File: config.mk
export PLATFORM = sky130hd
export DESIGN_NAME = crlz_core
export DESIGN_NICKNAME = d
export VERILOG_FILES = /design/src/hw/rtl/crlz_pkg.sv /design/src/hw/rtl/crlz_core.sv
export SDC_FILE = /design/constraint.sdc
export NUM_CORES = 1
export LEC_CHECK = 0
export ABC_AREA = 1
export BUFFER_PORTS_ARGS = -buffer_cell sky130_fd_sc_hd__buf_2
export CAP_MARGIN = 0
export CORE_UTILIZATION = 40
export CTS_CLUSTER_SIZE = 28
export DETAILED_ROUTE_END_ITERATION = 16
export PLACE_DENSITY = 0.69
export SLEW_MARGIN = 15
export SYNTH_ARGS = -nofsm -noshare
export SYNTH_HDL_FRONTEND = slang
export SYNTH_SLANG_ARGS = --single-unit
export TNS_END_PERCENT = 30
File: constraint.sdc
create_clock -name i_clk -period 5.3 [get_ports i_clk]
set_input_delay 0.265 -clock i_clk [delete_from_list [all_inputs] [get_ports i_clk]]
set_output_delay 0.265 -clock i_clk [all_outputs]
set_load 0.01 [all_outputs]
File: src/hw/rtl/crlz_pkg.sv
// shared types, constants and preset dictionary table for the compressed rtf decompressor
package crlz_pkg;

    localparam int DICT_DEPTH    = 4096;
    localparam int DICT_AW       = 12;
    localparam int PRESET_LENGTH = 207;
    localparam int OVF_SLACK     = 20;

    localparam logic [1:0] ST_DATA     = 2'd0;
    localparam logic [1:0] ST_END_MARK = 2'd1;
    localparam logic [1:0] ST_OVERFLOW = 2'd2;
    localparam logic [1:0] ST_NO_END   = 2'd3;

    localparam logic [PRESET_LENGTH*8-1:0] PRESET_TEXT = {
        "{\\rtf1\\ansi\\mac\\deff0\\deftab720{\\fonttbl;}",
        "{\\f0\\fnil \\froman \\fswiss \\fmodern \\fscrip",
        "t \\fdecor MS Sans SerifSymbolArialTimes Ne",
        "w RomanCourier{\\colortbl\\red0\\green0\\blue0",
        "\015\012\\par \\pard\\plain\\f0\\fs20\\b\\i\\u\\tab",
        "\\tx"
    };

    typedef struct packed {
        logic [7:0] in_byte;
        logic       new_stream;
        logic       last_byte;
    } t_in;

    typedef struct packed {
        logic [7:0]  out_byte;
        logic        has_byte;
        logic [1:0]  status;
        logic        run_last;
        logic [31:0] total_out;
    } t_out;

    typedef struct packed {
        logic               we;
        logic [DICT_AW-1:0] wr_addr;
        logic [7:0]         wr_data;
        logic               rd_en;
        logic [DICT_AW-1:0] rd_addr;
    } t_ram_req;

    // dictionary content of an entry not yet written in this stream
    function automatic logic [7:0] preset_byte(input logic [DICT_AW-1:0] addr);
        logic [7:0] b;
        b = 8'h00;
        if (addr < DICT_AW'(PRESET_LENGTH)) begin
            b = PRESET_TEXT[(PRESET_LENGTH - 1 - int'(addr))*8 +: 8];
        end
        return b;
    endfunction

endpackage

File: src/hw/rtl/crlz_core.sv
// decode sequencer: control flags, literals, references and byte-by-byte copy
module crlz_core
    import crlz_pkg::*;
(
    input  logic        i_clk,
    input  logic        i_rst_n,
    input  logic [31:0] i_raw_size,
    input  logic        i_in_valid,
    output logic        o_in_ready,
    input  t_in         i_in,
    input  logic        i_slot_free,
    output logic        o_res_valid,
    output t_out        o_res,
    output t_ram_req    o_ram_req,
    input  logic [7:0]  i_ram_data
);

    localparam logic [1:0] S_IDLE   = 2'd0;
    localparam logic [1:0] S_DECODE = 2'd1;
    localparam logic [1:0] S_COPY   = 2'd2;

    localparam logic [1:0] PH_CONTROL = 2'd0;
    localparam logic [1:0] PH_ITEM    = 2'd1;
    localparam logic [1:0] PH_REF_LOW = 2'd2;

    localparam logic SRC_MEM = 1'b0;
    localparam logic SRC_ALT = 1'b1;

    logic [1:0]         r_state, n_state;
    logic [7:0]         r_byte, n_byte;
    logic               r_last, n_last;
    logic [DICT_AW-1:0] r_wp, n_wp;
    logic [1:0]         r_phase, n_phase;
    logic [7:0]         r_flags, n_flags;
    logic [2:0]         r_idx, n_idx;
    logic [7:0]         r_ref_high, n_ref_high;
    logic [31:0]        r_count, n_count;
    logic               r_done, n_done;
    logic [DICT_AW:0]   r_fill, n_fill;
    logic [DICT_AW-1:0] r_rd_addr, n_rd_addr;
    logic [4:0]         r_remain, n_remain;
    logic               r_src, n_src;
    logic [7:0]         r_alt, n_alt;

    logic               w_ovf;
    logic [31:0]        w_count_inc;
    logic [DICT_AW-1:0] w_wp_inc;
    logic [2:0]         w_idx_adv;
    logic [1:0]         w_phase_adv;
    logic [15:0]        w_ref_word;
    logic [DICT_AW-1:0] w_offset;
    logic [7:0]         w_copy_byte;
    logic [DICT_AW-1:0] w_rel;
    logic               w_written;
    logic               w_we;
    logic [7:0]         w_wr_data;
    logic               w_rd_en;
    logic [DICT_AW-1:0] w_rd_addr;
    logic               w_res_valid;
    t_out               w_res;

    function automatic t_out mk_res(input logic [7:0] b, input logic has,
                                    input logic [1:0] st, input logic [31:0] cnt);
        t_out r;
        r.out_byte  = b;
        r.has_byte  = has;
        r.status    = st;
        r.run_last  = 1'b1;
        r.total_out = cnt;
        return r;
    endfunction

    assign w_ovf       = {1'b0, r_count} > ({1'b0, i_raw_size} + 33'(OVF_SLACK));
    assign w_count_inc = r_count + 32'd1;
    assign w_wp_inc    = r_wp + DICT_AW'(1);
    assign w_idx_adv   = (r_idx == 3'd7) ? 3'd0 : r_idx + 3'd1;
    assign w_phase_adv = (r_idx == 3'd7) ? PH_CONTROL : r_phase;
    assign w_ref_word  = {r_ref_high, r_byte};
    assign w_offset    = w_ref_word[15:4];
    assign w_copy_byte = (r_src == SRC_MEM) ? i_ram_data : r_alt;
    assign o_in_ready  = (r_state == S_IDLE);

    always_comb begin
        n_state    = r_state;
        n_byte     = r_byte;
        n_last     = r_last;
        n_wp       = r_wp;
        n_phase    = r_phase;
        n_flags    = r_flags;
        n_idx      = r_idx;
        n_ref_high = r_ref_high;
        n_count    = r_count;
        n_done     = r_done;
        n_fill     = r_fill;
        n_rd_addr  = r_rd_addr;
        n_remain   = r_remain;
        n_src      = r_src;
        n_alt      = r_alt;
        w_we        = 1'b0;
        w_wr_data   = w_copy_byte;
        w_rd_en     = 1'b0;
        w_rd_addr   = r_rd_addr;
        w_res_valid = 1'b0;
        w_res       = mk_res(8'h00, 1'b0, ST_DATA, r_count);
        w_rel       = '0;
        w_written   = 1'b0;

        case (r_state)
            S_IDLE: begin
                if (i_in_valid) begin
                    n_byte  = i_in.in_byte;
                    n_last  = i_in.last_byte;
                    n_state = S_DECODE;
                    if (i_in.new_stream) begin
                        n_wp       = DICT_AW'(PRESET_LENGTH);
                        n_phase    = PH_CONTROL;
                        n_flags    = 8'h00;
                        n_idx      = 3'd0;
                        n_ref_high = 8'h00;
                        n_count    = 32'd0;
                        n_done     = 1'b0;
                        n_fill     = '0;
                    end
                end
            end
            S_DECODE: begin
                if (r_done) begin
                    n_state = S_IDLE;
                end else begin
                    case (r_phase)
                        PH_CONTROL: begin
                            if (!r_last || i_slot_free) begin
                                n_flags = r_byte;
                                n_idx   = 3'd0;
                                n_phase = PH_ITEM;
                                n_state = S_IDLE;
                                if (r_last) begin
                                    w_res_valid = 1'b1;
                                    w_res  = mk_res(8'h00, 1'b0, ST_NO_END, r_count);
                                    n_done = 1'b1;
                                end
                            end
                        end
                        PH_ITEM: begin
                            if (r_flags[r_idx]) begin
                                if (!r_last || i_slot_free) begin
                                    n_ref_high = r_byte;
                                    n_phase    = PH_REF_LOW;
                                    n_state    = S_IDLE;
                                    if (r_last) begin
                                        w_res_valid = 1'b1;
                                        w_res  = mk_res(8'h00, 1'b0, ST_NO_END, r_count);
                                        n_done = 1'b1;
                                    end
                                end
                            end else if (i_slot_free) begin
                                // literal byte
                                w_res_valid = 1'b1;
                                n_idx   = w_idx_adv;
                                n_phase = w_phase_adv;
                                n_state = S_IDLE;
                                if (w_ovf) begin
                                    w_res  = mk_res(8'h00, 1'b0, ST_OVERFLOW, r_count);
                                    n_done = 1'b1;
                                end else begin
                                    w_we      = 1'b1;
                                    w_wr_data = r_byte;
                                    n_wp      = w_wp_inc;
                                    n_count   = w_count_inc;
                                    w_res = mk_res(r_byte, 1'b1,
                                                   r_last ? ST_NO_END : ST_DATA,
                                                   w_count_inc);
                                    n_done = r_last;
                                end
                            end
                        end
                        PH_REF_LOW: begin
                            if (w_offset == r_wp) begin
                                if (i_slot_free) begin
                                    w_res_valid = 1'b1;
                                    w_res   = mk_res(8'h00, 1'b0, ST_END_MARK, r_count);
                                    n_done  = 1'b1;
                                    n_phase = PH_ITEM;
                                    n_state = S_IDLE;
                                end
                            end else begin
                                // first read of the copy, remaining count excludes it
                                n_phase   = PH_ITEM;
                                w_rd_en   = 1'b1;
                                w_rd_addr = w_offset;
                                n_rd_addr = w_offset + DICT_AW'(1);
                                n_remain  = {1'b0, r_byte[3:0]} + 5'd1;
                                n_state   = S_COPY;
                            end
                        end
                        default: begin
                            n_state = S_IDLE;
                        end
                    endcase
                end
            end
            S_COPY: begin
                if (i_slot_free) begin
                    w_res_valid = 1'b1;
                    if (w_ovf) begin
                        w_res   = mk_res(8'h00, 1'b0, ST_OVERFLOW, r_count);
                        n_done  = 1'b1;
                        n_idx   = w_idx_adv;
                        n_phase = w_phase_adv;
                        n_state = S_IDLE;
                    end else begin
                        w_we    = 1'b1;
                        n_wp    = w_wp_inc;
                        n_count = w_count_inc;
                        if (r_remain == 5'd0) begin
                            w_res   = mk_res(w_copy_byte, 1'b1,
                                             r_last ? ST_NO_END : ST_DATA, w_count_inc);
                            n_done  = r_last;
                            n_idx   = w_idx_adv;
                            n_phase = w_phase_adv;
                            n_state = S_IDLE;
                        end else begin
                            w_res          = mk_res(w_copy_byte, 1'b1, ST_DATA, w_count_inc);
                            w_res.run_last = 1'b0;
                            n_remain  = r_remain - 5'd1;
                            w_rd_en   = 1'b1;
                            w_rd_addr = r_rd_addr;
                            n_rd_addr = r_rd_addr + DICT_AW'(1);
                        end
                    end
                end
            end
            default: begin
                n_state = S_IDLE;
            end
        endcase

        if (w_we && !r_fill[DICT_AW]) begin
            n_fill = r_fill + (DICT_AW+1)'(1);
        end

        // pick the byte source for the read just issued
        if (w_rd_en) begin
            w_rel     = w_rd_addr - DICT_AW'(PRESET_LENGTH);
            w_written = r_fill[DICT_AW] || (w_rel < r_fill[DICT_AW-1:0]);
            if (w_we && (w_rd_addr == r_wp)) begin
                n_src = SRC_ALT;
                n_alt = w_wr_data;
            end else if (w_written) begin
                n_src = SRC_MEM;
                n_alt = w_wr_data;
            end else begin
                n_src = SRC_ALT;
                n_alt = preset_byte(w_rd_addr);
            end
        end
    end

    always_ff @(posedge i_clk) begin
        if (!i_rst_n) begin
            r_state    <= S_IDLE;
            r_wp       <= DICT_AW'(PRESET_LENGTH);
            r_phase    <= PH_CONTROL;
            r_flags    <= 8'h00;
            r_idx      <= 3'd0;
            r_ref_high <= 8'h00;
            r_count    <= 32'd0;
            r_done     <= 1'b0;
            r_fill     <= '0;
            r_remain   <= 5'd0;
        end else begin
            r_state    <= n_state;
            r_wp       <= n_wp;
            r_phase    <= n_phase;
            r_flags    <= n_flags;
            r_idx      <= n_idx;
            r_ref_high <= n_ref_high;
            r_count    <= n_count;
            r_done     <= n_done;
            r_fill     <= n_fill;
            r_remain   <= n_remain;
        end
    end

    always_ff @(posedge i_clk) begin
        r_byte    <= n_byte;
        r_last    <= n_last;
        r_rd_addr <= n_rd_addr;
        r_src     <= n_src;
        r_alt     <= n_alt;
    end

    assign o_res_valid = w_res_valid;
    assign o_res       = w_res;

    assign o_ram_req.we      = w_we;
    assign o_ram_req.wr_addr = r_wp;
    assign o_ram_req.wr_data = w_wr_data;
    assign o_ram_req.rd_en   = w_rd_en;
    assign o_ram_req.rd_addr = w_rd_addr;

    a_res_needs_slot: assert property (@(posedge i_clk) disable iff (!i_rst_n)
        o_res_valid |-> i_slot_free)
        else $error("result produced without a free output slot");

    a_write_is_emit: assert property (@(posedge i_clk) disable iff (!i_rst_n)
        w_we |-> (o_res_valid && o_res.has_byte && (o_res.total_out == w_count_inc)))
        else $error("dictionary write without a matching emitted byte");

    a_fill_bound: assert property (@(posedge i_clk) disable iff (!i_rst_n)
        r_fill <= (DICT_AW+1)'(DICT_DEPTH))
        else $error("fill count beyond dictionary depth");

    a_last_ends_item: assert property (@(posedge i_clk) disable iff (!i_rst_n)
        (o_res_valid && o_res.run_last) |=> (r_state == S_IDLE))
        else $error("sequencer busy after final result of an item");

    a_idle_quiet: assert property (@(posedge i_clk) disable iff (!i_rst_n)
        (r_state == S_IDLE) |-> (!o_res_valid && !w_we))
        else $error("activity while idle");

endmodule

==> metrics.csv <==
metric;value;unit
status;finished, final reports clean;
track_usage;0.3027;
hpwl;35.55;mm
skew;0.01243;ns
synthCells;1954;
routed_via_density;5.780;
fin_crit;4.851;ns
max_slew_margin;0.3821;
detail_route.wl_per_cell;18.96;um
cts_tree;built;
ys_seq_area_frac;0.2189;
first_pass_iters;8;
critPathMaxStageDelay;0.29;ns
detail-route-antenna-nets;0;
cp-end-kind;output pin;
dpl.cell_count;2438;
instances_no_fill;2486;
grt_pass1_vias;13106;
path_class;in -> out;
finalSetupViolations;0;
cts_buffers;17;
synth_ff_type;dfxtp_1;
hold_depth;1;
ir_drop;429.4;uV
top_level_ports;134;
max_cap_viol_count;0;
synth-edff-count;30;
syn_avg_cell_area;6.130;sq um
clkLatencyLatePin;0.43;ns
start_kind;primary input;
initial_core_util;0.4118;
finalMaxSlewViolations;0;
power.density;715.2;nW/um^2
portBuffers;133;
die_area;30640;sq um
crit_slowest_cell;ha_1;
power.leakage;6.305;nW
htreeDepth;4;
final_nets;2199;
clk_pin_slew;0.06;ns
final_layout_size_suffix_gt1_frac;0.1518;
tightest_slew;0.9268;ns
synth_nets;2065;
route.detailed.drc;0;
clk_path_buf_depth;2;
power;0.009996;W
num_rows;62;
cts_sinks;116;
antenna_found_initial;0;
crit_top_cell;nor2_2;
fin_crit_sh;0.9153;
fill_cells;3081;
synth_top_area_cell;nand2_1;
synth-seq-cells;116;
hp-class;in -> reg;
grt-ovfl-total;0;
grt_max_degree;46;
first_iter_violations;1446;
critPathMaxFanout;6;
grt_pass1_wl;72.75;mm
die_y;175.1;um
area_growth;16.68;%
cp_data_required_time;5.04;ns
yosysUniqueCellTypes;58;
synthArstFlopShare;0;
synthTopCellsByArea;nand2_1 (17%), dfxtp_1 (14%), edfxtp_1 (7.5%);
cts_root_buf;clkbuf_16;
yosys_warnings;0;
wl;47.13;mm
coreArea;29090;sq um
fin_tns_setup;0;ns
finalHoldViolCount;0;
max_freq;0.2061;GHz
via_count;14369;
ff2ff_path_depth;22;
routabilityCongestion;0.9993;
cp_data_arrival_time;4.59;ns
synth_area;11980;sq um
synth_top_cell_area_share;0.1667;
die_x;175.1;um
state kept, by name, summed over array words and instances, names as in the netlist:
| signal | count |
|---|---|
| r_idx | 3 |
| r_last | 1 |
| r_count | 32 |
| r_fill | 13 |
| r_rd_addr | 12 |
| r_ref_high | 8 |
| r_src | 1 |
| r_phase | 2 |
| r_done | 1 |
| r_wp | 12 |
| r_flags | 8 |
| r_state | 2 |
| r_byte | 8 |
| r_remain | 5 |
| r_alt | 8 |
through the flow:
| step | setup slack (ns) | util | hold slack, ns | area, sq um |
|---|---|---|---|---|
| 2_1_floorplan | 0.4199 | - | 0.3639 | 11980 |
| 3_3_place_gp | 0.1101 | 0.4521 | 0.4416 | 13150 |
| 3_5_place_dp | -0.07319 | 0.4521 | 0.4431 | 13150 |
| 4_1_cts | 0.004466 | 0.4719 | 0.003459 | 13730 |
| 5_1_grt | -0.03646 | 0.4804 | 0.002324 | 13970 |
| 6_report | 0.4488 | 0.4805 | 0.008685 | 13980 |
path summary, 6_finish.rpt:
check	from	endpoint	slack (ns)
setup / recovery	i_raw_size[2]	o_ram_req[12]	0.45
hold / removal	i_in[7]	r_byte[5]$_DFFE_PP_	0.009
hold reg to reg	r_fill[6]$_SDFFE_PN0P_	r_fill[6]$_SDFFE_PN0P_	0.48
setup reg to reg	r_byte[4]$_DFFE_PP_	r_alt[1]$_DFFE_PP_	0.54
power by group:
group / leakage, nW / total [W] / internal [W] / switching [W]
registers: 0.983 / 0.00146 / 0.00117 / 0.000284
logic: 5.04 / 0.00739 / 0.00220 / 0.00519
clock network: 0.285 / 0.00115 / 0.000648 / 0.000502
per-layer routing:
metal / vias up / routed length (um) / track usage
met2: 692 / 21350 / 0.4838
met1: 6668 / 19940 / 0.3979
li1: 6894 / - / -
met5: - / 0 / 0
met4: 0 / 2028 / 0.1406
met3: 115 / 3809 / 0.04830
timing repair:
action | in CTS | in global routing
gates resized for setup | 1 | 33
pin swaps | 0 | 6
setup endpoints to repair | 1 | 104
buffers inserted | 0 | 13
hold endpoints to repair | 0 | 1
cloned | 0 | 1
hold buffers | 0 | 1
synthesized netlist by cell type, types with 25 or more instances:
cell type,instances
nand2_1,532
inv_1,181
nand3_1,170
nor2_1,152
a21oi_1,149
o21ai_0,141
dfxtp_1,86
xor2_1,65
clkbuf_1,60
ha_1,57
nand4_1,42
nor3_1,39
a31oi_1,31
edfxtp_1,30
o211ai_1,25
kinds of logic (layout without fill, tap and decap cells):
| group | count (synthesis) | in the layout | share of synthesized area |
|---|---|---|---|
| simple gates | 992 | 992 | 0.3611 |
| compound gates | 423 | 423 | 0.2025 |
| buf+inv | 279 | 426 | 0.09286 |
| flops | 116 | 116 | 0.2189 |
| xor+xnor | 85 | 85 | 0.06340 |
| fa+ha+maj | 57 | 57 | 0.05954 |
| mux | 2 | 2 | 0.001671 |
| other cells | 0 | 1 | 0 |
layout by cell type (no fill, tap or decap), drive strengths merged, types with 30 or more instances in the layout:
cell type,n
nor2,158
nor3,41
xor2,66
edfxtp,30
a21oi,151
nand2,554
dfxtp,86
ha,57
o21ai,147
a31oi,31
nand3,176
buf,198
nand4,43
inv,203
worst max-delay path: cells and delay by family:
kind,cells,cell delay (ns)
AND/OR/NAND/NOR,18,2.26
buffers and inverters,7,0.87
AO/OA/AOI/OAI,4,0.59
adder cells (fa/ha/maj),2,0.47
XOR/XNOR,1,0.13
final cells by class:
type,count,area [sq um],share of cell area
well taps,384,480.5,0.03437
clock buffers,18,450.4,0.03223
diodes,1,2.502,0.0001790
clock inverters,14,126.4,0.009041
repair buffers,200,1195,0.08549
flip-flops and latches,116,2623,0.1876
inverters,194,728.2,0.05210
multi-input cells,1559,8372,0.5990
(Power assumes the default switching activity.)
